## src/rtl/c2s_sqrt_pipe.sv

```systemverilog
// Pipelined restoring integer square root, one result bit per stage.
// Gives floor root and remainder; carries valid and side data. No package use.
module c2s_sqrt_pipe #(
  parameter int IN_W = 32,
  parameter int SW   = 1
) (
  input  logic              clk_i,
  input  logic              rst_ni,
  input  logic              valid_i,
  input  logic [IN_W-1:0]   val_i,
  input  logic [SW-1:0]     side_i,
  output logic              valid_o,
  output logic [IN_W/2-1:0] root_o,
  output logic [IN_W-1:0]   rem_o,
  output logic [SW-1:0]     side_o
);

  localparam int RW = IN_W / 2;

  logic [IN_W-1:0] rem_q  [RW];
  logic [RW-1:0]   root_q [RW];
  logic [SW-1:0]   side_q [RW];
  logic [RW-1:0]   valid_q;

  for (genvar g = 0; g < RW; g++) begin : g_stg
    localparam int B = RW - 1 - g;
    logic [IN_W-1:0] rem_in;
    logic [RW-1:0]   root_in;
    logic [SW-1:0]   side_in;
    logic            valid_in;
    logic [IN_W:0]   trial;
    logic [IN_W:0]   rem_x;
    logic [IN_W-1:0] rem_d;
    logic [RW-1:0]   root_d;

    if (g == 0) begin : g_first
      assign rem_in   = val_i;
      assign root_in  = '0;
      assign side_in  = side_i;
      assign valid_in = valid_i;
    end else begin : g_next
      assign rem_in   = rem_q[g-1];
      assign root_in  = root_q[g-1];
      assign side_in  = side_q[g-1];
      assign valid_in = valid_q[g-1];
    end

    always_comb begin
      trial = ((IN_W+1)'(root_in) << (B + 1)) | ((IN_W+1)'(1) << (2 * B));
      rem_x = {1'b0, rem_in};
      if (rem_x >= trial) begin
        rem_d  = IN_W'(rem_x - trial);
        root_d = root_in | (RW'(1) << B);
      end else begin
        rem_d  = rem_in;
        root_d = root_in;
      end
    end

    always_ff @(posedge clk_i) begin
      rem_q[g]  <= rem_d;
      root_q[g] <= root_d;
      side_q[g] <= side_in;
    end

    always_ff @(posedge clk_i or negedge rst_ni) begin
      if (!rst_ni) begin
        valid_q[g] <= 1'b0;
      end else begin
        valid_q[g] <= valid_in;
      end
    end
  end

  assign valid_o = valid_q[RW-1];
  assign root_o  = root_q[RW-1];
  assign rem_o   = rem_q[RW-1];
  assign side_o  = side_q[RW-1];

endmodule

```

## config.mk

```make
export PLATFORM = sky130hd
export DESIGN_NAME = c2s_sqrt_pipe
export DESIGN_NICKNAME = d
export VERILOG_FILES = /design/src/rtl/c2s_sqrt_pipe.sv
export SDC_FILE = /design/constraint.sdc
export NUM_CORES = 1
export LEC_CHECK = 0
export BUFFER_PORTS_ARGS = -buffer_cell sky130_fd_sc_hd__buf_2
export CORE_UTILIZATION = 57
export CTS_CLUSTER_SIZE = 25
export DETAILED_ROUTE_END_ITERATION = 7
export PLACE_DENSITY_LB_ADDON = 0.2
export REMOVE_ABC_BUFFERS = 1
export SYNTH_ARGS = -nofsm -noshare
export SYNTH_HDL_FRONTEND = slang
export SYNTH_SLANG_ARGS = --single-unit
export TNS_END_PERCENT = 1
```

## constraint.sdc

```tcl
create_clock -name clk_i -period 7.7 [get_ports clk_i]
set_input_delay 2.31 -clock clk_i [delete_from_list [all_inputs] [get_ports clk_i]]
set_output_delay 2.31 -clock clk_i [all_outputs]
set_load 0.005 [all_outputs]
```

==> results of run 1 <==
==> Yosys cell counts, drive strengths merged, types with 7 or more instances <==
| master | count | area (um^2) |
|---|---|---|
| dfxtp | 664 | 13300 |
| a21o | 27 | 203 |
| nor2 | 133 | 502 |
| o21ai | 142 | 714 |
| a211o | 8 | 70.1 |
| and2 | 8 | 50.1 |
| nor4b | 19 | 173 |
| nor4 | 76 | 475 |
| a21oi | 124 | 621 |
| inv | 191 | 719 |
| mux2 | 22 | 255 |
| nand4 | 32 | 200 |
| buf | 10 | 53.8 |
| ha | 152 | 1900 |
| xnor2 | 109 | 955 |
| o21a | 27 | 203 |
| a211oi | 18 | 135 |
| or3 | 34 | 213 |
| nor2b | 21 | 131 |
| a31oi | 7 | 58.8 |
| or4 | 22 | 169 |
| nand3b | 8 | 60.1 |
| nor3 | 82 | 410 |
| a21boi | 9 | 67.6 |
| nand2b | 37 | 231 |
| dfrtp | 16 | 400 |
| xor2 | 115 | 1010 |
| o21bai | 12 | 90.1 |
| clkbuf | 26 | 97.6 |
| nand2 | 159 | 597 |
| o211ai | 17 | 128 |
| nand3 | 40 | 200 |
| o31ai | 16 | 125 |
==> routing by layer <==
layer	up-vias	routed length, um
met4	0	2290
met3	144	1520
li1	8879	-
met2	355	28800
met1	8243	20400
met5	-	0
==> critical path: cells and delay by family (launching register included) <==
| kind | cells | cell delay [ns] |
|---|---|---|
| XOR/XNOR | 1 | 0.18 |
| buffers and inverters | 2 | 0.35 |
| AO/OA/AOI/OAI | 1 | 0.27 |
| AND/OR/NAND/NOR | 5 | 2.38 |
| adder cells (fa/ha/maj) | 1 | 0.21 |
| flip-flops | 1 | 0.33 |
==> registers in the layout (all words and copies together) (netlist names) <==
name            cells
rem_q             512
side_q             16
g_stg.valid_in     15
valid_o             1
root_q            136
==> metrics by stage <==
stage | instance area, um^2 | setup WS, ns
finish | 28900 | 3.91
detailed placement | 26400 | 4.01
global route | 28900 | 3.67
floorplan | 25100 | 4.08
global placement | 26400 | 4.04
CTS | 28900 | 3.90
==> layout make-up <==
type	count	area, um^2	share of cell area [%]
Inverter	192	723	2.51
Multi-Input combinational cell	1563	10700	37.1
Tap cell	585	732	2.54
Clock buffer	89	1970	6.84
Timing Repair Buffer	96	508	1.76
Sequential cell	680	13700	47.4
Clock inverter	35	531	1.84
==> final timing paths <==
| path | end | slack [ns] | depth (start not counted) |
|---|---|---|---|
| worst max-delay path | rem_q[1][155] | 3.91 | 10 |
| worst min-delay path | side_q[3][1] | 0.32 | 0 |
| worst max register to register | rem_q[1][155] | 3.91 | 10 |
| worst min register to register | side_q[3][1] | 0.32 | 0 |
| max in group asynchronous | g_stg[10].valid_in | 5.84 | 1 |
| min in group asynchronous | g_stg[11].valid_in | 1.60 | 1 |
==> power breakdown <==
part / internal [mW] / switching (mW) / total [mW]
logic: 1.48 / 1.74 / 3.22
registers: 4.40 / 0.599 / 5.00
clock network: 2.14 / 1.40 / 3.54
total: 8.02 / 3.74 / 11.8
==> cells in the final DEF, fill, tap and decap left out, drive strengths merged, types with 16 or more instances in the layout <==
cell type,Yosys,routed
o21ai,142,142
o31ai,16,16
nand3,40,40
nor2b,21,21
xnor2,109,109
nand2b,37,37
nor4,76,76
ha,152,152
dfrtp,16,16
o21a,27,27
xor2,115,115
nor4b,19,19
dfxtp,664,664
nor3,82,82
a21oi,124,124
or4,22,22
mux2,22,22
clkbuf,26,89
o211ai,17,17
or3,34,34
buf,10,96
nor2,133,133
a21o,27,27
clkinv,1,21
nand4,32,32
nand2,159,159
inv,191,193
a211oi,18,18
==> cell families (layout without fill, tap and decap cells) <==
logic type	count (synthesis)	count (layout)	synth area share (%)
AND/OR/NAND/NOR	706	706	14.6
flip-flops	680	680	54.2
AO/OA/AOI/OAI	455	455	11.3
buffers and inverters	228	412	3.46
XOR/XNOR	224	224	7.76
adder cells (fa/ha/maj)	152	152	7.53
multiplexers	26	26	1.17
==> results.md, run 1 <==
* R2R Path Start: root_q[11][15]
* Synth Cell Area at 25300 um^2
* Detailed-route wire length per cell at 16.4 um
* Die area at 45200 um^2
* Post-synth EDFFs at 0
* Reg clk slew, reported paths at 0.06 ns
* Worst setup SP type: register
* Synth warnings at 0
* CTS Hold Bufs at 0
* Post-Syn Area per Cell at 10.2 um^2
* CTS tree: built
* DRT iter0 DRCs at 973
* Initial Util at 58.3%
* Post-CTS setup buffers at 0
* Largest net degree at the start of global routing at 38
* Cts repair resizes at 0
* Finished Layout Cells at 3240
* Antenna-violating nets left at 0
* Async set-reset flop share out of synthesis at 2.35%
* Top-Level Pins at 86
* Routed WL at 53100 um
* Die height at 213 um
* Via/cell ratio at 5.44
* H-tree depth at 3
* Slowest CP cell: nor2_2
* Seq/Total Area, Yosys at 54.2%
* Final design utilization at 66.6%
* Power, Total at 11.8 mW
* Diodes inserted at 0
* Met3 Usage GRT at 3.83%
* Final setup violating endpoints at 0
* Vias at 17600
* Gr usage total at 24.2%
* Root buffer cell: clkbuf_16
* Unique masters post-synth at 82
* CTS Buf Count at 69
* Final Cycle Share at 49.2%
* RSZ-0062 raised after global routing: no
* Met2 usage at 47.7%
* Slew headroom at 26.8%
* GP Congestion at 0.966
* Initial antenna violation count at 0
* Layout cell share with drive strength beyond 1 at 9.87%
* Setup TNS at 0 ns
* Status: complete, no violations
* Worst Path Arrival at 4.31 ns
* Worst vdd ir at 275 uV
* Deepest clock path buffer count at 3
* Total gr overflow at 0
* Hpwl dp at 40600 um
* Row count at 76
* Nets at 2790
* Min cycle time layout at 3.79 ns
* Max stage delay on crit path at 0.74 ns
* WS Path Type: reg2reg
* Die width at 213 um
* Prevailing post-synth register cell: dfxtp_1
* Clk sinks at 680
* I/O Buffers at 85
* Worst clock skew at 0.0231 ns
* Clock latency reported for the late side of the worst-skew pair at 0.61 ns
* Worst hold margin at 0.321 ns
* Critical Path Most Common Cell: inv_1
* # fillers at 3418
* Core area at 43400 um^2
* Vias in the first global route at 18000
* First-pass iteration count of the detailed router at 5
* Layout area overhead at 14.2%
* First-pass GRT wire length at 86700 um
* PD cells at 407 nW/um^2
* Peak fanout along the critical path at 27
* Crit path required time at 8.22 ns
* Slew Limit Fails at 0
* DRC errors left at 0
* Hold Path Class: reg2reg
* Placed cell count at 3116
* HP Start: side_q[3][0]
* Maximum clock rate at 264 MHz
* Grt met1 use at 24.1%
* CP cell instances: inv_1 -> ha_1 -> or4_1 -> nor4b_2 -> nand3_1 -> or3_1 -> nor2_2 -> inv_1 -> o311ai_0 -> xnor2_1
* Maxcap violations at 0
* Critical Path Source: root_q[11][15]
* Static Leak at 13.1 nW
* Most used routing layer: met2
* Worst Tran Pin Value at 1.07 ns
* Synthesized instance count at 2471
* Crit path capture type: register
* Synth Register Bits at 680
* Final Hold Viols at 0
(Power assumes the default switching activity.)
==> run 2: changes to the inputs <==
==> constraint.sdc (replaced) <==
create_clock -name clk_i -period 3.6 [get_ports clk_i]
set_input_delay 1.08 -clock clk_i [delete_from_list [all_inputs] [get_ports clk_i]]
set_output_delay 1.08 -clock clk_i [all_outputs]
set_load 0.005 [all_outputs]
==> results.md, run 2 (synthesized netlist as in run 1, its figures left out) <==
* Layout cell share with drive strength beyond 1 at 10.2% (was 9.87%)
* Core area at 43400 um^2 (unchanged)
* CTS Buf Count at 69 (unchanged)
* DRT iter0 DRCs at 813 (was 973)
* H-tree depth at 3 (unchanged)
* Vias in the first global route at 17500 (was 18000)
* Via/cell ratio at 5.41 (was 5.44)
* Final setup violating endpoints at 0 (unchanged)
* Comb power frac at 27.3% (about the same)
* First-pass iteration count of the detailed router at 6 (was 5)
* PD cells at 859 nW/um^2 (was 407 nW/um^2)
* Post-CTS setup buffers at 0 (unchanged)
* Initial antenna violation count at 0 (unchanged)
* Worst setup SP type: register (unchanged)
* Finished Layout Cells at 3254 (was 3240)
* Slew Limit Fails at 0 (unchanged)
* Hold Path Class: reg2reg (unchanged)
* Commonest non-fill, non-tap cells in the layout: dfxtp_1, inv_1, nand2_1, ha_1, o21ai_0 (unchanged)
* Largest net degree at the start of global routing at 29 (was 38)
* Maximum clock rate at 315 MHz (was 264 MHz)
* Final Cycle Share at 88.3% (was 49.2%)
* RSZ-0062 raised after global routing: no (unchanged)
* Die height at 213 um (unchanged)
* Detailed-route wire length per cell at 16.2 um (was 16.4 um)
* R2R Path Start: root_q[12][10] (was root_q[11][15])
* Sequential share of power at 43.2% (was 42.5%)
* Diodes inserted at 0 (unchanged)
* Critical Path Source: root_q[12][10] (was root_q[11][15])
* Peak fanout along the critical path at 8 (was 27)
* Static Leak at 13.1 nW (about the same)
* Crit path capture type: register (unchanged)
* WS Path Type: reg2reg (unchanged)
* Worst clock skew at 0.0349 ns (was 0.0231 ns)
* Setup TNS at 0 ns (unchanged)
* Row count at 76 (unchanged)
* # fillers at 3389 (was 3418)
* Worst vdd ir at 535 uV (was 275 uV)
* I/O Buffers at 85 (unchanged)
* Maxcap violations at 0 (unchanged)
* Routed WL at 52800 um (was 53100 um)
* Deepest clock path buffer count at 3 (unchanged)
* Final instance area at 28900 um^2 (about the same)
* Clk sinks at 680 (unchanged)
* Clock power share at 29.5% (was 30.1%)
* GP Congestion at 0.969 (was 0.966)
* Slew headroom at 36.4% (was 26.8%)
* Top flop regs: rem_q (512), root_q (136), side_q (16) (unchanged)
* Min cycle time layout at 3.18 ns (was 3.79 ns)
* Die area at 45200 um^2 (unchanged)
* Worst Tran Pin Value at 0.929 ns (was 1.07 ns)
* Worst Path Arrival at 3.69 ns (was 4.31 ns)
* Nets at 2803 (was 2790)
* Top reg by flops: rem_q (unchanged)
* Area after DPL at 26500 um^2 (was 26400 um^2)
* Total gr overflow at 0 (unchanged)
* Internal at 16.9 mW (was 8.02 mW)
* Gr usage total at 23.9% (was 24.2%)
* Final design utilization at 66.6% (about the same)
* Initial Util at 58.3% (unchanged)
* Power, Total at 24.8 mW (was 11.8 mW)
* Hpwl dp at 40200 um (was 40600 um)
* Net switching power at 7.92 mW (was 3.74 mW)
* Crit path required time at 4.11 ns (was 8.22 ns)
* CTS tree: built (unchanged)
* DRC errors left at 0 (unchanged)
* HP Start: side_q[3][0] (unchanged)
* CTS Hold Bufs at 0 (unchanged)
* Clock latency reported for the late side of the worst-skew pair at 0.61 ns (about the same)
* Placed cell count at 3129 (was 3116)
* Reg clk slew, reported paths at 0.06 ns (about the same)
* Switching part of the total at 31.9% (was 31.8%)
* Cts repair resizes at 0 (unchanged)
* Antenna-violating nets left at 0 (unchanged)
* Root buffer cell: clkbuf_16 (unchanged)
* Max reg flops at 512 (unchanged)
* First-pass GRT wire length at 85400 um (was 86700 um)
* Vias at 17600 (about the same)
* Status: complete, no violations (unchanged)
* Final Hold Viols at 0 (unchanged)
* Top-Level Pins at 86 (unchanged)
* Die width at 213 um (unchanged)
* Layout area overhead at 14.3% (was 14.2%)
* Commonest non-fill, non-tap cell in the layout: dfxtp_1 (unchanged)
==> run 2: metrics by stage <==
step                hold slack, ns  setup WS (ns)
finish                       0.304          0.423
global route                 0.318          0.147
CTS                          0.312          0.388
detailed placement           0.312          0.427
global placement             0.310          0.494
floorplan                    0.310        -0.0218
==> run 2: worst paths after layout <==
check	to	slack, ns	depth (start not counted)
max	rem_q[1][189]	0.42	9
min	side_q[3][1]	0.30	0
max reg2reg	rem_q[1][189]	0.42	9
min reg2reg	side_q[3][1]	0.30	0
max in group asynchronous	g_stg[10].valid_in	2.97	1
min in group asynchronous	g_stg[11].valid_in	0.36	1
==> run 2: final cells by class <==
type	count	area (um^2)	share of cell area, %
clock buffer	95	1990	6.90
clock inverter	30	438	1.52
inverter	192	723	2.50
multi-input combinational	1563	10700	37.1
sequential	680	13700	47.4
tap	585	732	2.53
timing repair buffer	109	606	2.10
==> run 2: layer usage <==
metal	vias to the layer above	track usage (%)	routed length, um
met5	-	0	0
met4	0	12.2	2480
met3	146	3.69	1460
met2	366	46.8	28300
met1	8170	24.1	20500
li1	8911	-	-
==> run 2: power by group through the flow <==
stage / clock network [mW] / logic, mW / registers, mW
4_1_cts: 7.48 / 6.77 / 10.7
3_5_place_dp: 0 / 6.71 / 10.9
6_report: 7.33 / 6.77 / 10.7
2_1_floorplan: 0 / 5.31 / 10.5
5_1_grt: 7.81 / 7.64 / 10.9
3_3_place_gp: 0 / 6.56 / 10.8
==> run 2: critical path, cell delays in order, from the launching register on <==
cell and delay, ns:
dfxtp_1 0.34, inv_1 0.05, ha_1 0.38, nand4_1 0.26, or4_1 0.68, o211a_1 0.24, o221ai_1 0.38, o221ai_2 0.29
nor4_1 0.30, xor2_1 0.17
==> run 3: changes to the inputs <==
--- a/config.mk
+++ b/config.mk
@@ -9,6 +9,7 @@
 export CORE_UTILIZATION = 57
 export CTS_CLUSTER_SIZE = 25
 export DETAILED_ROUTE_END_ITERATION = 7
+export MAX_ROUTING_LAYER = met4
 export PLACE_DENSITY_LB_ADDON = 0.2
 export REMOVE_ABC_BUFFERS = 1
 export SYNTH_ARGS = -nofsm -noshare
==> results.md, run 3 (synthesized netlist as in run 1, its figures left out) <==
* CP cell instances: inv_1 -> ha_1 -> nand4_1 -> or4_1 -> o211a_1 -> o221ai_1 -> o221ai_2 -> nor3_1 -> xor2_1 (was inv_1 -> ha_1 -> nand4_1 -> or4_1 -> o211a_1 -> o221ai_1 -> o221ai_2 -> nor4_1 -> xor2_1)
* Vias at 17500 (was 17600)
* Buf/Inv on CP at 1 (unchanged)
* Worst Tran Pin Value at 1.02 ns (was 0.929 ns)
* Deepest clock path buffer count at 3 (unchanged)
* First-pass iteration count of the detailed router at 5 (was 6)
* H-tree depth at 3 (unchanged)
* Max stage delay on crit path at 0.67 ns (was 0.68 ns)
* Via/cell ratio at 5.38 (was 5.41)
* Root buffer cell: clkbuf_16 (unchanged)
* Row count at 76 (unchanged)
* Cts repair resizes at 0 (unchanged)
* Post-CTS setup buffers at 0 (unchanged)
* Fin worst setup slack at 0.306 ns (was 0.423 ns)
* Clk sinks at 680 (unchanged)
* Die area at 45200 um^2 (unchanged)
* Crit path capture type: register (unchanged)
* Post-Place Setup Slack at 0.331 ns (was 0.427 ns)
* Core area at 43400 um^2 (unchanged)
* CTS tree: built (unchanged)
* Maximum clock rate at 304 MHz (was 315 MHz)
* DRC errors left at 0 (unchanged)
* Max reg flops at 512 (unchanged)
* DRT iter0 DRCs at 811 (was 813)
* Maxcap violations at 0 (unchanged)
* I/O Buffers at 85 (unchanged)
* Crit path required time at 4.14 ns (was 4.11 ns)
* Static Leak at 13.0 nW (was 13.1 nW)
* Vias in the first global route at 18000 (was 17500)
* Placed cell count at 3128 (was 3129)
* Initial antenna violation count at 0 (unchanged)
* Finished Layout Cells at 3254 (unchanged)
* Layout area overhead at 13.9% (was 14.3%)
* Antenna-violating nets left at 0 (unchanged)
* Commonest non-fill, non-tap cells in the layout: dfxtp_1, inv_1, nand2_1, ha_1, o21ai_0 (unchanged)
* Uppermost layer routed: met4 (unchanged)
* Slew Limit Fails at 0 (unchanged)
* Initial Util at 58.3% (unchanged)
* Min cycle time layout at 3.29 ns (was 3.18 ns)
* Status: complete, no violations (unchanged)
* Worst Path Arrival at 3.84 ns (was 3.69 ns)
* Diodes inserted at 0 (unchanged)
* Comb power frac at 27.7% (was 27.3%)
* Final instance area at 28800 um^2 (was 28900 um^2)
* Clock latency reported for the late side of the worst-skew pair at 0.62 ns (was 0.61 ns)
* Detailed-route wire length per cell at 16.3 um (was 16.2 um)
* CTS Buf Count at 69 (unchanged)
* GP Congestion at 0.958 (was 0.969)
* Final Cycle Share at 91.5% (was 88.3%)
* Peak fanout along the critical path at 8 (unchanged)
* Sequential share of power at 43.5% (was 43.2%)
* Largest net degree at the start of global routing at 30 (was 29)
* Worst clock skew at 0.0312 ns (was 0.0349 ns)
* Slowest CP cell: or4_1 (unchanged)
* Final Hold Viols at 0 (unchanged)
* Internal at 16.7 mW (was 16.9 mW)
* Routed wire length on met2 at 28200 um (was 28300 um)
* Total gr overflow at 0 (unchanged)
* CTS Hold Bufs at 0 (unchanged)
* Nets at 2802 (was 2803)
* Top reg by flops: rem_q (unchanged)
* Die height at 213 um (unchanged)
* Worst vdd ir at 507 uV (was 535 uV)
* Commonest non-fill, non-tap cell in the layout: dfxtp_1 (unchanged)
* Top-Level Pins at 86 (unchanged)
* # fillers at 3390 (was 3389)
* Hpwl dp at 40300 um (was 40200 um)
* RSZ-0062 raised after global routing: no (unchanged)
* Switching part of the total at 32.3% (was 31.9%)
* Layout cell share with drive strength beyond 1 at 9.97% (was 10.2%)
* Gr usage total at 24.7% (was 23.9%)
* First-pass GRT wire length at 85800 um (was 85400 um)
* Top delay family on crit path: simple AND/OR/NAND/NOR gates (unchanged)
* Hold Path Class: reg2reg (unchanged)
* Final setup violating endpoints at 0 (unchanged)
* Slew headroom at 29.9% (was 36.4%)
* PD cells at 856 nW/um^2 (was 859 nW/um^2)
* Reg clk slew, reported paths at 0.06 ns (about the same)
* Clock power share at 28.8% (was 29.5%)
* Area after DPL at 26500 um^2 (about the same)
* Net switching power at 7.96 mW (was 7.92 mW)
* Met3 Routed Length at 1560 um (was 1460 um)
* Die width at 213 um (unchanged)
* Worst setup SP type: register (unchanged)
* Final design utilization at 66.4% (was 66.6%)
* Routed WL at 52900 um (was 52800 um)
* WS Path Type: reg2reg (unchanged)
* Met1 Wirelength at 20600 um (was 20500 um)
* Top flop regs: rem_q (512), root_q (136), side_q (16) (unchanged)
-- run 3: final timing paths --
kind / start / end / slack [ns] / cells past startpoint
max in group asynchronous: rst_ni / g_stg[10].valid_in / 2.97 / 1
min: side_q[6][0] / side_q[6][1] / 0.32 / 0
max: root_q[12][12] / rem_q[1][191] / 0.31 / 9
min in group asynchronous: rst_ni / g_stg[6].valid_in / 0.38 / 1
min reg2reg: side_q[6][0] / side_q[6][1] / 0.32 / 0
max reg2reg: root_q[12][12] / rem_q[1][191] / 0.31 / 9
-- run 3: cell type report --
type                            count  area, um^2  share of cell area [%]
Clock inverter                     31         360                    1.25
Inverter                          192         723                    2.51
Timing Repair Buffer              108         611                    2.12
Sequential cell                   680       13700                    47.6
Multi-Input combinational cell   1563       10700                    37.2
Clock buffer                       95        1960                    6.80
Tap cell                          585         732                    2.54
-- run 3: power by group through the flow --
stage | Sequential [mW] | Combinational (mW) | Clock (mW)
CTS | 10.7 | 6.82 | 7.27
global placement | 10.8 | 6.61 | 0
floorplan | 10.5 | 5.31 | 0
finish | 10.7 | 6.82 | 7.11
detailed placement | 10.8 | 6.76 | 0
global route | 10.9 | 7.66 | 7.57
-- run 3: per-stage QoR --
stage               hold slack [ns]  total power, mW  setup TNS (ns)
finish                        0.316             24.6               0
global placement              0.310             17.4               0
CTS                           0.323             24.8               0
detailed placement            0.314             17.6               0
global route                  0.333             26.2               0
floorplan                     0.310             15.8         -0.0218
-- run 3: layer usage --
metal | track usage (%) | vias up
li1 | - | 8908
met1 | 23.9 | 8147
met2 | 46.9 | 327
met3 | 3.46 | 132
met4 | 13.9 | 0
met5 | - | -
